<file path="src/sv/swm_pkg.sv">
// Types and constants shared by the sliding window maximum modules.
package swm_pkg;

  localparam int DATA_W = 32;
  localparam int WS_W = 5;
  localparam logic [WS_W-1:0] WS_RESET = 5'd3;
  localparam int FIFO_DEPTH = 2;

  typedef struct packed {
    logic signed [DATA_W-1:0] sample;
    logic                     start_sequence;
  } swm_in_t;

  typedef struct packed {
    logic signed [DATA_W-1:0] window_max;
    logic        [DATA_W-1:0] window_start;
  } swm_out_t;

  // One classified sample on its way from the front to the deque.
  typedef struct packed {
    logic signed [DATA_W-1:0] sample;
    logic        [DATA_W-1:0] pos;
    logic        [DATA_W-1:0] window_start;
    logic                     clear;
    logic                     emit;
  } swm_entry_t;

endpackage

</file>
<file path="src/sv/swm_fifo.sv">
// Short queue that decouples the front end from the deque.
module swm_fifo (
  input  logic                clk,
  input  logic                rst,
  input  logic                push,
  input  swm_pkg::swm_entry_t push_data,
  output logic                full,
  input  logic                pop,
  output swm_pkg::swm_entry_t pop_data,
  output logic                not_empty
);
  import swm_pkg::*;

  localparam int AW = (FIFO_DEPTH > 1) ? $clog2(FIFO_DEPTH) : 1;

  swm_entry_t    mem [FIFO_DEPTH];
  logic [AW-1:0] wr_ptr;
  logic [AW-1:0] rd_ptr;
  logic [AW:0]   count;

  assign full = (count == (AW + 1)'(FIFO_DEPTH));
  assign not_empty = (count != '0);
  assign pop_data = mem[rd_ptr];

  always_ff @(posedge clk) begin
    if (rst) begin
      wr_ptr <= '0;
      rd_ptr <= '0;
      count <= '0;
    end else begin
      if (push) begin
        wr_ptr <= wr_ptr + AW'(1);
      end
      if (pop) begin
        rd_ptr <= rd_ptr + AW'(1);
      end
      case ({push, pop})
        2'b10:   count <= count + (AW + 1)'(1);
        2'b01:   count <= count - (AW + 1)'(1);
        default: count <= count;
      endcase
    end
  end

  always_ff @(posedge clk) begin
    if (push) begin
      mem[wr_ptr] <= push_data;
    end
  end

endmodule

</file>
<file path="config.mk">
export PLATFORM = sky130hd
export DESIGN_NAME = swm_fifo
export DESIGN_NICKNAME = d
export VERILOG_FILES = /design/src/sv/swm_pkg.sv /design/src/sv/swm_fifo.sv
export SDC_FILE = /design/constraint.sdc
export NUM_CORES = 1
export LEC_CHECK = 0
export BUFFER_PORTS_ARGS = -buffer_cell sky130_fd_sc_hd__buf_2
export CORE_MARGIN = 2
export CORE_UTILIZATION = 47
export CTS_CLUSTER_SIZE = 14
export DETAILED_ROUTE_END_ITERATION = 8
export GPL_TIMING_DRIVEN = 0
export PLACE_DENSITY = 0.73
export SLEW_MARGIN = 20
export SYNTH_ARGS = -nofsm -noshare
export SYNTH_HDL_FRONTEND = slang
export SYNTH_SLANG_ARGS = --single-unit
</file>
<file path="constraint.sdc">
create_clock -name clk -period 5.4 [get_ports clk]
set_input_delay 0.27 -clock clk [delete_from_list [all_inputs] [get_ports clk]]
set_output_delay 0.27 -clock clk [all_outputs]
set_load 0.03 [all_outputs]
</file>
After elaboration in Yosys (flattened, before gate mapping)
Memories as Yosys holds them, arrays and structs flattened. A register that Yosys moved wholly into a read port is not among the register bits.
Cells that the tools add are included.
{"block": "op_classes", "muxes": 5, "eq_ne": 3, "reduce_logical": 2, "n_addsub": 4}
{"op": "2-bit == test (second input constant)", "n": 2}
{"op": "1-bit two-way mux", "n": 4}
{"op": "2-bit case mux with 2 select lines", "n": 1}
{"op": "2-bit nonzero test", "n": 2}
{"op": "1-bit adder (second input constant)", "n": 2}
{"op": "2-bit by 1-bit adder with 2-bit output (second input constant)", "n": 1}
{"op": "2-bit by 1-bit == test with 1-bit output (second input constant)", "n": 1}
{"op": "2-bit by 1-bit subtractor with 2-bit output (second input constant)", "n": 1}
{"block": "word_totals", "out_inout_bits": 100, "memories": 1, "inputBits": 102, "regBits": 4, "wordCells": 18, "ramBits": 196}
{"memory": "mem", "depth": 2, "width": 98, "rd": 1, "rd_clocked_by_memory_dff": 1, "wr": 1, "line_no": "swm_fifo.sv:16", "source": "swm_entry_t mem [FIFO_DEPTH];"}

Logic depth before layout (Yosys ltp)
{"block": "logic_depth", "depth_word": 3, "mapped_depth": 5, "depth_no_buf": 5}

Worst setup path before layout
Ideal clock, no wire load.
{"block": "synth_timing", "path_kind": "input to register", "startpoint": "input push", "endpoint": "memory mem[0][0] in the netlist's numbering, enable pin", "t_arrival_ns": 4.435, "slack_ns": 0.407, "cell_stages": 2, "path_buffers": 0, "setup_time_ns": 0.558, "cell_sequence": "inv_1 -> nor2_1"}
{"block": "synth_via", "elab_chain_cells": 2}
{"element": "start: declaration", "line_no": "swm_fifo.sv:5", "source": "input logic push,"}
{"element": "1-bit two-way mux", "line_no": "swm_fifo.sv:46", "source": "if (push) begin"}
{"element": "1-bit two-way mux (implied by the code)", "line_no": "swm_fifo.sv:47", "source": "mem[wr_ptr] <= push_data;"}
{"element": "end: declaration", "line_no": "swm_fifo.sv:16"}
Every way passes these cells.

==> results.json <==
{
  "status": "finished, final reports clean",
  "end_kind": "output pin",
  "via_per_inst": 4.89,
  "arrival_ns": 1.84,
  "crit_top_cell": "buf_6",
  "p_per_area_nw_per_um2": 359,
  "initial_core_util_pct": 48.1,
  "overflow": 0,
  "rsz0062_at_grt": "false",
  "rows": 45,
  "syn2layout_area_growth_pct": 40.5,
  "dr.pass1.iters": 4,
  "clockPowerShare_pct": 34.0,
  "grt_pass1_wl_microns": 22900,
  "mostFrequentLayoutCell": "buf_2",
  "nNetsFinal": 758,
  "timing.setup.tns_ns": 0,
  "tightest_slew_ns": 0.739,
  "seqPwrFrac_pct": 50.1,
  "cts_buffer_depth": 3,
  "cts_buffers": 21,
  "syn_area_sq_um": 7280,
  "fillerInstances": 969,
  "maxSlewViolCount": 0,
  "final_cell_mix": "208 x buf_2, 196 x edfxtp_1, 99 x dlygate4sd3_1, 96 x mux2_2, 21 x clkbuf_16",
  "netlist_instances": 327,
  "ys_seq_elements": 201,
  "stdcell_count": 856,
  "cts_root_buffer": "clkbuf_16",
  "io_pins": 202,
  "period_minus_slack_ns": 2.11,
  "io_buffers": 201,
  "ctsHoldBuffers": 99,
  "routed_wl_microns": 15000,
  "hold_viol": 0,
  "slowest_stage": "dfxtp_1",
  "holdCritPathClass": "primary input to register",
  "place_inst": 721,
  "setup_viol": 0,
  "grt_pass1_vias": 4599,
  "clk_pin_slew_ns": 0.06,
  "clock_latency_ns": 0.48,
  "switching_share_pct": 24.8,
  "antenna_found_initial": 1,
  "fin_crit_sh_pct": 39.2,
  "regArea_sq_um": 5990,
  "die_h_microns": 128,
  "cts-htree-levels": 1,
  "dr.first_iter.drc_count": 178,
  "final_layout_size_suffix_gt1_share_pct": 51.4,
  "startpoint_type": "register",
  "die_w_microns": 128,
  "vias": 4186,
  "synthesis.nets": 430,
  "crit_type": "register to output pin",
  "wl_per_cell_microns": 17.5,
  "cts_setup_buffers": 0,
  "cts_sinks": 201,
  "synth.distinct_cells": 17,
  "die_area_sq_um": 16500,
  "critPathMaxFanout": 10,
  "synth.yosys.warnings": 0,
  "ant_nets": 0,
  "ctsResizeCount": 0,
  "place_congestion": 0.705,
  "seq_area_frac_synth_pct": 82.2,
  "track_usage_pct": 17.9,
  "p_leak_nw": 3.91,
  "vdd_drop_max_mv": 0.290,
  "slowest_delay_ns": 0.35,
  "critical_path_required_ns": 5.13,
  "grt_max_degree": 51,
  "dp_hpwl_microns": 9150,
  "max_freq_ghz": 0.473,
  "pwr-share-comb_pct": 15.9,
  "core-area_sq_um": 15100,
  "syn_avg_cell_area_sq_um": 22.3,
  "maxCapViolCount": 0,
  "slew_headroom_pct": 50.7,
  "drc": 0,
  "multi_input_area_sq_um": 1220,
  "worstPathCellList": "buf_6, buf_6, buf_6, mux2_2, buf_2",
  "p_switching_w": 0.000911,
  "cts_tree": "yes",
  "p_int_w": 0.00277,
  "finClkSkew_ns": 0.0101
}
sequential cells by signal, indices dropped and copies added (netlist names), named ones only:
register  flops
count         2
rd_ptr        1
wr_ptr        1
mem         196
path summary, 6_finish.rpt:
check           start            to  cells after the start  slack [ns]
min reg2reg  count[1]      count[1]                      2        0.51
max          register  pop_data[63]                      5        3.29
min              push        wr_ptr                      3        0.08
max reg2reg    wr_ptr    mem[1][21]                      2        3.60
worst max-delay path: cells and delay by family (launching register included):
family,cells,cell delay (ns)
buf+inv,4,0.66
flops,1,0.35
mux,1,0.34
area by class of cell:
cell class,count,area share (%)
Buffer,11,0.782
Inverter,1,0.0367
Antenna cell,1,0.0244
Sequential cell,201,58.5
Timing Repair Buffer,305,20.7
Tap cell,188,2.30
Clock inverter,9,0.403
Multi-Input combinational cell,114,12.0
Clock buffer,26,5.32
power by group through the flow:
stage	Combinational (W)	Sequential, W	Clock, W
final	0.000583	0.00184	0.00125
after detailed placement	0.000526	0.00188	0
after global placement	0.000498	0.00189	0
after CTS	0.000585	0.00184	0.00128
after global routing	0.000618	0.00185	0.00136
after floorplan	0.000348	0.00188	0
logic make-up (layout without fill, tap and decap cells):
logic type | after synthesis | count (layout) | share of synthesized area [%]
DFF | 201 | 201 | 82.2
muxes | 98 | 98 | 15.3
buffers and inverters | 12 | 352 | 1.15
and+or+nand+nor | 9 | 9 | 0.636
xor gates and xnor gates | 4 | 4 | 0.481
AOI/OAI and AO/OA | 2 | 2 | 0.137
adders and majority gates | 1 | 1 | 0.172
other | 0 | 1 | 0
per-layer routing:
| metal | up-vias | track usage, % | part of all wire, % |
|---|---|---|---|
| met5 | - | 0 | 0 |
| met4 | 0 | 4.22 | 1.6 |
| met1 | 2052 | 19.7 | 38 |
| met3 | 19 | 5.95 | 7.8 |
| li1 | 1958 | - | - |
| met2 | 157 | 33.5 | 52 |
stage by stage:
step	util, %	hold WS (ns)	power [W]	instance area, sq um	worst slack (ns)
after floorplan	-	0.339	0.00223	7280	0.407
after global placement	56.3	0.457	0.00239	8530	-1.80
after detailed placement	57.2	0.462	0.00240	8660	3.62
after CTS	67.6	0.0507	0.00371	10200	3.23
after global routing	67.6	0.122	0.00382	10200	3.21
final	67.6	0.0799	0.00368	10200	3.29
Yosys cell counts (all sizes together):
cell | n | area (sq um)
edfxtp | 196 | 5890
inv | 1 | 3.75
and2b | 1 | 8.76
dfxtp | 5 | 100
ha | 1 | 12.5
mux2 | 98 | 1110
and2 | 1 | 6.26
o21ai | 1 | 5.00
a21oi | 1 | 5.00
or3 | 1 | 6.26
xnor2 | 3 | 26.3
xor2 | 1 | 8.76
nor2 | 5 | 18.8
or2 | 1 | 6.26
buf | 11 | 80.1
No activity file was read; power rests on OpenSTA's default activity.
