--- src/sv/swm_pkg.sv ---
// Types and constants shared by the sliding window maximum modules.
package swm_pkg;

  localparam int DATA_W = 32;
  localparam int WS_W = 5;
  localparam logic [WS_W-1:0] WS_RESET = 5'd3;
  localparam int FIFO_DEPTH = 2;

  typedef struct packed {
    logic signed [DATA_W-1:0] sample;
    logic                     start_sequence;
  } swm_in_t;

  typedef struct packed {
    logic signed [DATA_W-1:0] window_max;
    logic        [DATA_W-1:0] window_start;
  } swm_out_t;

  // One classified sample on its way from the front to the deque.
  typedef struct packed {
    logic signed [DATA_W-1:0] sample;
    logic        [DATA_W-1:0] pos;
    logic        [DATA_W-1:0] window_start;
    logic                     clear;
    logic                     emit;
  } swm_entry_t;

endpackage

--- src/sv/swm_front.sv ---
// Front end: takes samples, assigns positions and decides which ones give a result.
module swm_front #(
  parameter int WINDOW_MAX = 16,
  localparam int KW = $clog2(WINDOW_MAX + 1)
) (
  input  logic                       clk,
  input  logic                       rst,
  input  logic                       cfg_we,
  input  logic [swm_pkg::WS_W-1:0]   cfg_wdata,
  input  logic                       in_valid,
  output logic                       in_stall,
  input  swm_pkg::swm_in_t           in_data,
  input  logic                       fifo_full,
  output logic                       push,
  output swm_pkg::swm_entry_t        push_data,
  output logic [KW-1:0]              k
);
  import swm_pkg::*;

  logic [WS_W-1:0]   window_size;
  logic [DATA_W-1:0] sample_index;
  logic [KW-1:0]     sample_count;
  logic [DATA_W-1:0] pos;
  logic [KW-1:0]     count_base;
  logic [KW-1:0]     sample_count_next;

  // Zero means a window of one; sizes above the queue depth saturate.
  always_comb begin
    if (window_size == '0) begin
      k = KW'(1);
    end else if (32'(window_size) > 32'(WINDOW_MAX)) begin
      k = KW'(WINDOW_MAX);
    end else begin
      k = KW'(window_size);
    end
  end

  assign in_stall = fifo_full;
  assign push = in_valid && !in_stall;

  always_comb begin
    pos = in_data.start_sequence ? '0 : sample_index;
    count_base = in_data.start_sequence ? '0 : sample_count;
    if (count_base < KW'(WINDOW_MAX)) begin
      sample_count_next = count_base + KW'(1);
    end else begin
      sample_count_next = count_base;
    end
    push_data.sample = in_data.sample;
    push_data.pos = pos;
    push_data.window_start = pos - DATA_W'(k) + DATA_W'(1);
    push_data.clear = in_data.start_sequence;
    push_data.emit = (sample_count_next >= k);
  end

  always_ff @(posedge clk) begin
    if (rst) begin
      window_size <= WS_RESET;
      sample_index <= '0;
      sample_count <= '0;
    end else begin
      if (cfg_we) begin
        window_size <= cfg_wdata;
      end
      if (push) begin
        sample_index <= pos + DATA_W'(1);
        sample_count <= sample_count_next;
      end
    end
  end

endmodule

--- config.mk ---
export PLATFORM = sky130hd
export DESIGN_NAME = swm_front
export DESIGN_NICKNAME = d
export VERILOG_FILES = /design/src/sv/swm_pkg.sv /design/src/sv/swm_front.sv
export SDC_FILE = /design/constraint.sdc
export NUM_CORES = 1
export LEC_CHECK = 0
export BUFFER_PORTS_ARGS = -buffer_cell sky130_fd_sc_hd__buf_2
export CAP_MARGIN = 0
export CORE_ASPECT_RATIO = 1.25
export CORE_UTILIZATION = 57
export DETAILED_ROUTE_END_ITERATION = 7
export PLACE_DENSITY = 0.88
export SYNTH_ARGS = -nofsm -noshare
export SYNTH_HDL_FRONTEND = slang
export SYNTH_SLANG_ARGS = --single-unit
--- constraint.sdc ---
create_clock -name clk -period 6.6 [get_ports clk]
set_input_delay 0.66 -clock clk [delete_from_list [all_inputs] [get_ports clk]]
set_output_delay 0.66 -clock clk [all_outputs]
set_load 0.01 [all_outputs]
Word-level counts from Yosys, hierarchy flattened
Index checks and enable logic that the tools add are counted.
Operators by class
  bitwise logic cells: 0
  multiply operators: 0
  $add $sub $neg: 4
  divide/modulo/power cells: 0
  $lt $le $gt $ge: 3
  reduce and logical (&&, ||, !) cells: 3
  equality and inequality tests: 0
  mux-type cells: 5
  shift operators: 0
Operators by type and width (number)
  adder 32 x 1 -> 32 bit, second input constant: 2
  two-way mux 32 bit: 1
  subtractor 32 x 5 -> 32 bit: 1
  two-way mux 5 bit: 4
  adder 5 x 1 -> 5 bit, second input constant: 1
  greater-or-equal comparator 5 bit: 1
  > comparator 5 bit, second input constant: 1
  zero test 5 bit: 1
  < comparator 5 bit, second input constant: 1
  logical AND 1 bit: 1
  zero test 1 bit: 1
Word-level totals
  memories kept: 0
  register bits: 42
  output and inout port bits: 105
  memory bits (writable): 0
  memory bits (read-only): 0
  logic and storage cells: 18
  latch bits: 0
  bits of input ports: 43

Depth between registers and ports, before layout
Gate-level depths: netlist of run 1.
  word-level depth: 5
  gate-level depth with buffers: 15

Worst setup path after synthesis of run 1
No wires, ideal clock.
  kind: input-to-output
  start point: in in_data[0] (netlist bit)
  end point: out push_data[29] (netlist bit)
  cell stages on the path: 15
  setup slack: 2.601 ns
  buffers on the path: 2
  arrival time: 3.339 ns
  required time: 5.940 ns
  path through: clkbuf_1 -> clkbuf_1 -> nand2b_1 -> ha_1 -> inv_1 -> ha_1 -> inv_1 -> fa_1 -> nor2b_1 -> o2111ai_1 -> a21oi_1 -> o2111ai_1 -> and3_1 -> o21ai_1 -> xor2_1
RTL lines
  start: declaration: RTL line swm_front.sv:12  | input swm_pkg::swm_in_t in_data,
  end: declaration: RTL line swm_front.sv:15  | output swm_pkg::swm_entry_t push_data,

==> run summary, run 1 <==
Status -> finished clean
Max-Cap Viols -> 0
Post-synthesis cell area -> 4743 um^2
Total GRT Usage -> 24.83%
Pleak -> 2.715 nW
Ys flop type -> dfxtp_1
Maximum clock path buffer count -> 2
Final worst path period share -> 71.12%
Vias in the first global route -> 4148
Max-slew violation count -> 0
Total chip power -> 0.0005710 W
Detail Placement HPWL -> 8.452 mm
Slew of the pin with the lowest slew margin -> 0.8858 ns
Starting DRT DRC Count -> 186
Core area -> 7928 um^2
I/O pins -> 148
Net Count, Synth -> 742
Synth async-reset ratio -> 0%
CP Data Required Time -> 5.94 ns
Final WL -> 10.77 mm
Final antenna-violating net count -> 0
Die width -> 83.59 um
Vias per cell -> 5.773
Rows -> 36
Crit end category -> primary output
Final GP Congestion -> 0.9322
Die Y -> 104.0 um
Seq. cell area -> 840.8 um^2
CTS tree -> yes
Area leader, netlist -> dfxtp_1
H-Tree Depth -> 2
Critical Path AT -> 4.03 ns
Achievable Freq -> 213.0 MHz
Die area -> 8693 um^2
Pre-Repair DR Iteration Count -> 5
Area contributors post-synth -> dfxtp_1 18%, ha_1 18%, xnor2_1 5.9%
Avg Synthesized Cell Area -> 7.517 um^2
Distinct cells, synth -> 58
Worst-path clk slew -> 0.09 ns
Maximum vdd ir drop -> 134.5 uV
CTS root buf -> clkbuf_8
Gr ovfl total -> 0
DR vias -> 4376
PwrDens -> 113.9 nW/um^2
DR WL/cell -> 14.21 um
Sequential area share after synthesis -> 17.73%
Final instance area -> 5015 um^2
Final Hold Viols -> 0
Setup Fix Bufs, Post-CTS -> 0
Largest net degree at the start of global routing -> 52
Area grow syn2layout -> 5.724%
Most frequent cells in the layout -> 83 x buf_2, 73 x nand2_1, 67 x ha_1, 58 x nor2_1, 44 x inv_1
Clock Latency Late Sink -> 0.30 ns
Relative max-transition margin -> 40.80%
Yosys reg bits -> 42
Layout cells sized above 1 -> 15.69%
Synth top area share -> 17.73%
# hold bufs at CTS -> 0
Unrepaired setup endpoints after global routing -> false
Num CTS Buffers -> 5
Yosys synthesis warning count -> 0
CP Class -> in2out
Final setup fails -> 0
Footprint of the multi-input gates -> 3382 um^2
Min-delay worst type -> reg2reg
Fillcell total -> 688
Initial antenna violation count -> 0
Post-synth EDFFs -> 0
Setup Skew -> 0.01311 ns
Port Buffers -> 83
Most common cell after layout, fill and taps aside -> buf_2
Final TNS setup -> 0 ns
Final Critical Period -> 4.694 ns
Critical Path Source Type -> input pin
Dpl cell area -> 4922 um^2
Hold depth -> 2
Worst-path maximum fanout -> 51
Antenna Cells -> 0
Initial Utilization -> 59.83%
First-pass GRT wire length -> 18.52 mm
# DRC -> 0
R2R cell count -> 9
Fin nets -> 773
Synth Instances -> 631
Clock sinks -> 42
Post-CTS resize count -> 0
==> where the power goes <==
part / switching (W) / internal [W]
combinational: 0.0000772 / 0.0000594
clock: 0.0000992 / 0.0000758
sequential: 0.00000296 / 0.000257
==> flip-flops by register name, summed over array words and instances, names as in the netlist <==
signal and cells:
sample_index 32, sample_count 5, window_size 5
==> worst paths after layout <==
| kind | from | to | slack (ns) |
|---|---|---|---|
| setup / recovery | in_data[0] | push_data[29] | 1.91 |
| hold / removal | sample_index[1] | sample_index[1] | 0.52 |
| setup reg to reg | sample_index[0] | sample_index[26] | 4.05 |
| hold reg to reg | sample_index[1] | sample_index[1] | 0.52 |
==> final cells by class <==
class | instances | share of cell area [%]
multi-input combinational | 486 | 67.44
sequential | 42 | 16.77
timing repair buffer | 83 | 8.283
inverter | 44 | 3.293
tap | 95 | 2.370
clock buffer | 5 | 1.372
clock inverter | 3 | 0.4741
==> Yosys cell counts (2+ instances only) <==
| master | n |
|---|---|
| a21oi_1 | 36 |
| and3_1 | 8 |
| nand3_1 | 8 |
| buf_4 | 35 |
| o21ai_0 | 18 |
| nand4_1 | 12 |
| a21o_1 | 12 |
| buf_2 | 2 |
| o21a_1 | 2 |
| o21bai_1 | 5 |
| inv_1 | 44 |
| xor2_1 | 23 |
| nor3_1 | 12 |
| a21boi_0 | 2 |
| a31oi_1 | 6 |
| a22oi_1 | 2 |
| nand3b_1 | 2 |
| a41oi_1 | 2 |
| or3_1 | 3 |
| nand2_1 | 73 |
| o211ai_1 | 2 |
| a211oi_2 | 2 |
| nor4_4 | 2 |
| ha_1 | 67 |
| nand2b_1 | 35 |
| xnor2_1 | 32 |
| or2_1 | 2 |
| dfxtp_1 | 42 |
| a211oi_1 | 8 |
| nor2b_1 | 14 |
| nor2_1 | 58 |
| and4_1 | 2 |
| a211o_1 | 3 |
| o21ai_1 | 6 |
| mux2i_1 | 3 |
| clkbuf_1 | 22 |
| o2111ai_1 | 3 |
==> through the flow <==
stage                     std cells  hold WS, ns  util [%]  worst slack, ns
final                           758       0.5150     63.26            1.906
after global routing            758       0.5325     63.26            1.588
after CTS                       758       0.5105     63.26            1.914
after detailed placement        750       0.4972     62.09            1.930
after global placement          750       0.4907     62.09            2.008
after floorplan                 631       0.4739         -            2.601
==> worst max-delay path: stages <==
cell	delay [ns]
buf_2	0.55
nand2b_1	0.28
inv_1	0.08
ha_1	0.29
inv_1	0.06
fa_1	0.46
nor2b_1	0.17
o2111ai_1	0.17
a21oi_1	0.37
o2111ai_1	0.23
and3_1	0.26
o21ai_1	0.15
xor2_1	0.14
buf_2	0.14
==> layer usage <==
layer	GRT usage [%]	routed length [um]	vias to the layer above
met4	6.538	168	0
met5	0	0	-
met1	31.37	4645	2042
met3	3.333	515	20
li1	-	-	2164
met2	43.96	5437	150
==> kinds of logic (layout without fill, tap and decap cells) <==
logic type      Yosys count  after routing  share of synthesized area, %
simple gates            242            242                         26.25
compound gates          117            117                         15.93
fa+ha+maj                68             68                         18.10
xor+xnor                 55             55                         10.16
flops                    42             42                         17.73
buf+inv                 103            135                         10.97
mux                       4              4                        0.8705
Note: power is estimated with default switching activity, not from simulation.
==> run 2: changes to the inputs <==
--- a/config.mk
+++ b/config.mk
@@ -5,12 +5,13 @@
 export SDC_FILE = /design/constraint.sdc
 export NUM_CORES = 1
 export LEC_CHECK = 0
+export ABC_AREA = 1
 export BUFFER_PORTS_ARGS = -buffer_cell sky130_fd_sc_hd__buf_2
 export CAP_MARGIN = 0
 export CORE_ASPECT_RATIO = 1.25
-export CORE_UTILIZATION = 57
+export CORE_UTILIZATION = 50
 export DETAILED_ROUTE_END_ITERATION = 7
-export PLACE_DENSITY = 0.88
+export PLACE_DENSITY = 0.79
 export SYNTH_ARGS = -nofsm -noshare
 export SYNTH_HDL_FRONTEND = slang
 export SYNTH_SLANG_ARGS = --single-unit
==> constraint.sdc (replaced) <==
create_clock -name clk -period 3.9 [get_ports clk]
set_input_delay 0.39 -clock clk [delete_from_list [all_inputs] [get_ports clk]]
set_output_delay 0.39 -clock clk [all_outputs]
set_load 0.01 [all_outputs]
==> run 2 against run 1 <==
First-iteration DRC count rose by 78%; clock skew shrank 0.0074 ns; non-clock buffer count is 4 higher; highest routed layer unchanged; die area rose by 33%; critical endpoint is now push_data[31]; largest power group unchanged; worst hold slack lost 0.21 ns; clock-buffer cell count unchanged; setup slack got worse by 1.5 ns; clock power up 150%; synthesized cell count up 57%; global-route usage increased by 2.6 points; sequential share of layout area down 2.8 points.
==> run summary, run 2 <==
Final TNS setup -> 0 ns (unchanged)
Synth async-reset ratio -> 0% (unchanged)
Slew of the pin with the lowest slew margin -> 0.8067 ns (-0.07907 ns)
CP delay by family, top -> simple AND/OR/NAND/NOR gates
Final core occ -> 56.12% (-7.1 points)
Antenna Cells -> 0 (unchanged)
Vias per cell -> 5.052 (-12%)
Final Critical Period -> 3.472 ns
CTS root buf -> clkbuf_16
DR vias -> 5896 (+35%)
Largest regs -> sample_index (32), sample_count (5), window_size (5)
Final WL -> 14.88 mm (+38%)
Final setup fails -> 0 (unchanged)
Gr ovfl total -> 0 (unchanged)
Hold depth -> 3 (+1)
Final antenna-violating net count -> 0 (unchanged)
Synth cell count leaders -> 342 x nand2_1, 199 x inv_1, 93 x nor2_1
Crit path cell chain -> inv_1, nor2_1, inv_1, ha_1, inv_1, ha_1, inv_1, fa_1, inv_1, nand3_1, nand3_1, nand3_1, nand2_1, nand2_1, nand2_1, nand2_1, nand2_1, buf_2
Worst-path maximum fanout -> 4 (-92%)
Layout cells sized above 1 -> 11.21% (-4.5 points)
Pleak -> 3.765 nW (+39%)
Starting DRT DRC Count -> 332 (+78%)
Port Buffers -> 83 (unchanged)
Min-delay worst type -> in2reg
CTS tree -> yes
Most numerous cell in the Yosys netlist -> nand2_1
Achievable Freq -> 288.0 MHz
PwrDens -> 191.1 nW/um^2 (+68%)
Worst-path clk slew -> 0.07 ns (-0.02 ns)
Die width -> 96.47 um (+15%)
Critical Path Source Type -> flip-flop
Worst Path Buf+Inv -> 6 (+2)
Post-synthesis cell area -> 5578 um^2 (+18%)
Core area -> 10720 um^2 (+35%)
Max reg flops -> 32 (unchanged)
Maximum clock path buffer count -> 2 (unchanged)
CP Data Required Time -> 3.51 ns (-2.43 ns)
CP max-delay cell -> fa_1
H-Tree Depth -> 2 (unchanged)
Pre-Repair DR Iteration Count -> 5 (unchanged)
Clock sinks -> 42 (unchanged)
Crit end category -> primary output
Final Hold Viols -> 0 (unchanged)
Detail Placement HPWL -> 12.13 mm (+44%)
Setup Fix Bufs, Post-CTS -> 0 (unchanged)
Final worst path period share -> 89.02%
Most common cell after layout, fill and taps aside -> nand2_1
Setup Skew -> 0.005755 ns (-0.007352 ns)
Largest net degree at the start of global routing -> 32 (-38%)
R2R cell count -> 10 (+1)
Stages on the worst setup path -> 18 (+4)
Most frequent cells in the layout -> 342 x nand2_1, 199 x inv_1, 93 x nor2_1, 83 x buf_2, 67 x ha_1
Area contributors post-synth -> nand2_1 23%, dfxtp_1 15%, ha_1 15%
Rows -> 42 (+17%)
Dpl cell area -> 5866 um^2 (+19%)
Yosys synthesis warning count -> 0 (unchanged)
Relative max-transition margin -> 46.16% (+5.4 points)
Sequential area share after synthesis -> 15.07% (-2.7 points)
Vias in the first global route -> 5501 (+33%)
Max-slew violation count -> 0 (unchanged)
Synth Instances -> 989 (+57%)
Net Count, Synth -> 1100 (+48%)
Final GP Congestion -> 0.9875 (+5.9%)
Die area -> 11580 um^2 (+33%)
CP Class -> reg2out
Crit-path max cell delay -> 0.40 ns (-0.15 ns)
Max-Cap Viols -> 0 (unchanged)
Maximum vdd ir drop -> 356.7 uV (+170%)
Initial Utilization -> 52.03% (-7.8 points)
Num CTS Buffers -> 5 (unchanged)
Status -> finished clean
I/O pins -> 148 (unchanged)
First-pass GRT wire length -> 24.78 mm (+34%)
Area leader, netlist -> nand2_1
# DRC -> 0 (unchanged)
Ys flop type -> dfxtp_1
Post-synth EDFFs -> 0 (unchanged)
Distinct cells, synth -> 37 (-36%)
Fin nets -> 1145 (+48%)
Biggest register -> sample_index
Area grow syn2layout -> 7.851%
# hold bufs at CTS -> 0 (unchanged)
Clock Latency Late Sink -> 0.29 ns (about the same)
Yosys reg bits -> 42 (unchanged)
Critical Path AT -> 3.08 ns (-0.95 ns)
Initial antenna violation count -> 0 (unchanged)
Post-CTS resize count -> 0 (unchanged)
DR WL/cell -> 12.75 um (-10%)
Final instance area -> 6016 um^2 (+20%)
Total GRT Usage -> 27.39% (+2.6 points)
Avg Synthesized Cell Area -> 5.640 um^2 (-25%)
Unrepaired setup endpoints after global routing -> false
Synth top area share -> 23.01% (+5.3 points)
Die Y -> 120.1 um (+15%)
[run 2: metrics by stage]
| step | setup slack, ns | total power [W] | hold slack, ns | cells |
|---|---|---|---|---|
| 3_3_place_gp | 0.5865 | 0.0007258 | 0.4547 | 1159 |
| 4_1_cts | 0.4693 | 0.001157 | 0.2998 | 1167 |
| 3_5_place_dp | 0.5513 | 0.0007305 | 0.4565 | 1159 |
| 5_1_grt | 0.2262 | 0.001207 | 0.3202 | 1167 |
| 6_report | 0.4280 | 0.001150 | 0.3026 | 1167 |
| 2_1_floorplan | 0.8858 | 0.0006695 | 0.4453 | 989 |
[run 2: worst reg2reg max path, stage by stage (launching register included)]
cell and delay [ns]:
dfxtp_1 0.32, inv_1 0.05, nor2_1 0.39, ha_1 0.37
inv_1 0.06, nor3_1 0.26, nand4_1 0.28, nor2_1 0.21
nand2_1 0.07, nand2_1 0.06, nor2_1 0.05
[run 2: final timing paths]
kind	end	startpoint	slack (ns)
hold / removal	window_size[1]	cfg_wdata[1]	0.30
hold reg to reg	sample_count[4]	sample_count[4]	0.47
setup reg to reg	sample_index[29]	sample_index[6]	1.69
setup / recovery	push_data[31]	sample_index[1]	0.43
[run 2: routing by layer]
| metal | vias to the layer above | track usage [%] | part of all wire [%] |
|---|---|---|---|
| met3 | 56 | 3.105 | 5.5 |
| li1 | 3061 | - | - |
| met5 | - | 0 | 0 |
| met4 | 0 | 16.54 | 5.5 |
| met2 | 204 | 46.08 | 47 |
| met1 | 2575 | 32.53 | 42 |
[run 2: final cells by class]
type,count,area [um^2]
clock buffer,5,125.1
clock inverter,3,25.02
fill,1112,4705
inverter,201,757.0
multi-input combinational,697,3657
sequential,42,840.8
tap,132,165.2
timing repair buffer,87,445.4
[run 2: cell families after synthesis]
logic type	after synthesis	synth area share (%)
simple gates	532	39.93
buf+inv	250	19.36
compound gates	80	7.582
fa+ha+maj	68	15.39
flops	42	15.07
xor+xnor	17	2.669
[run 2: power by group]
| part | switching, W | internal [W] |
|---|---|---|
| Sequential | 0.00000492 | 0.000436 |
| Combinational | 0.000176 | 0.000103 |
| Clock | 0.000189 | 0.000241 |
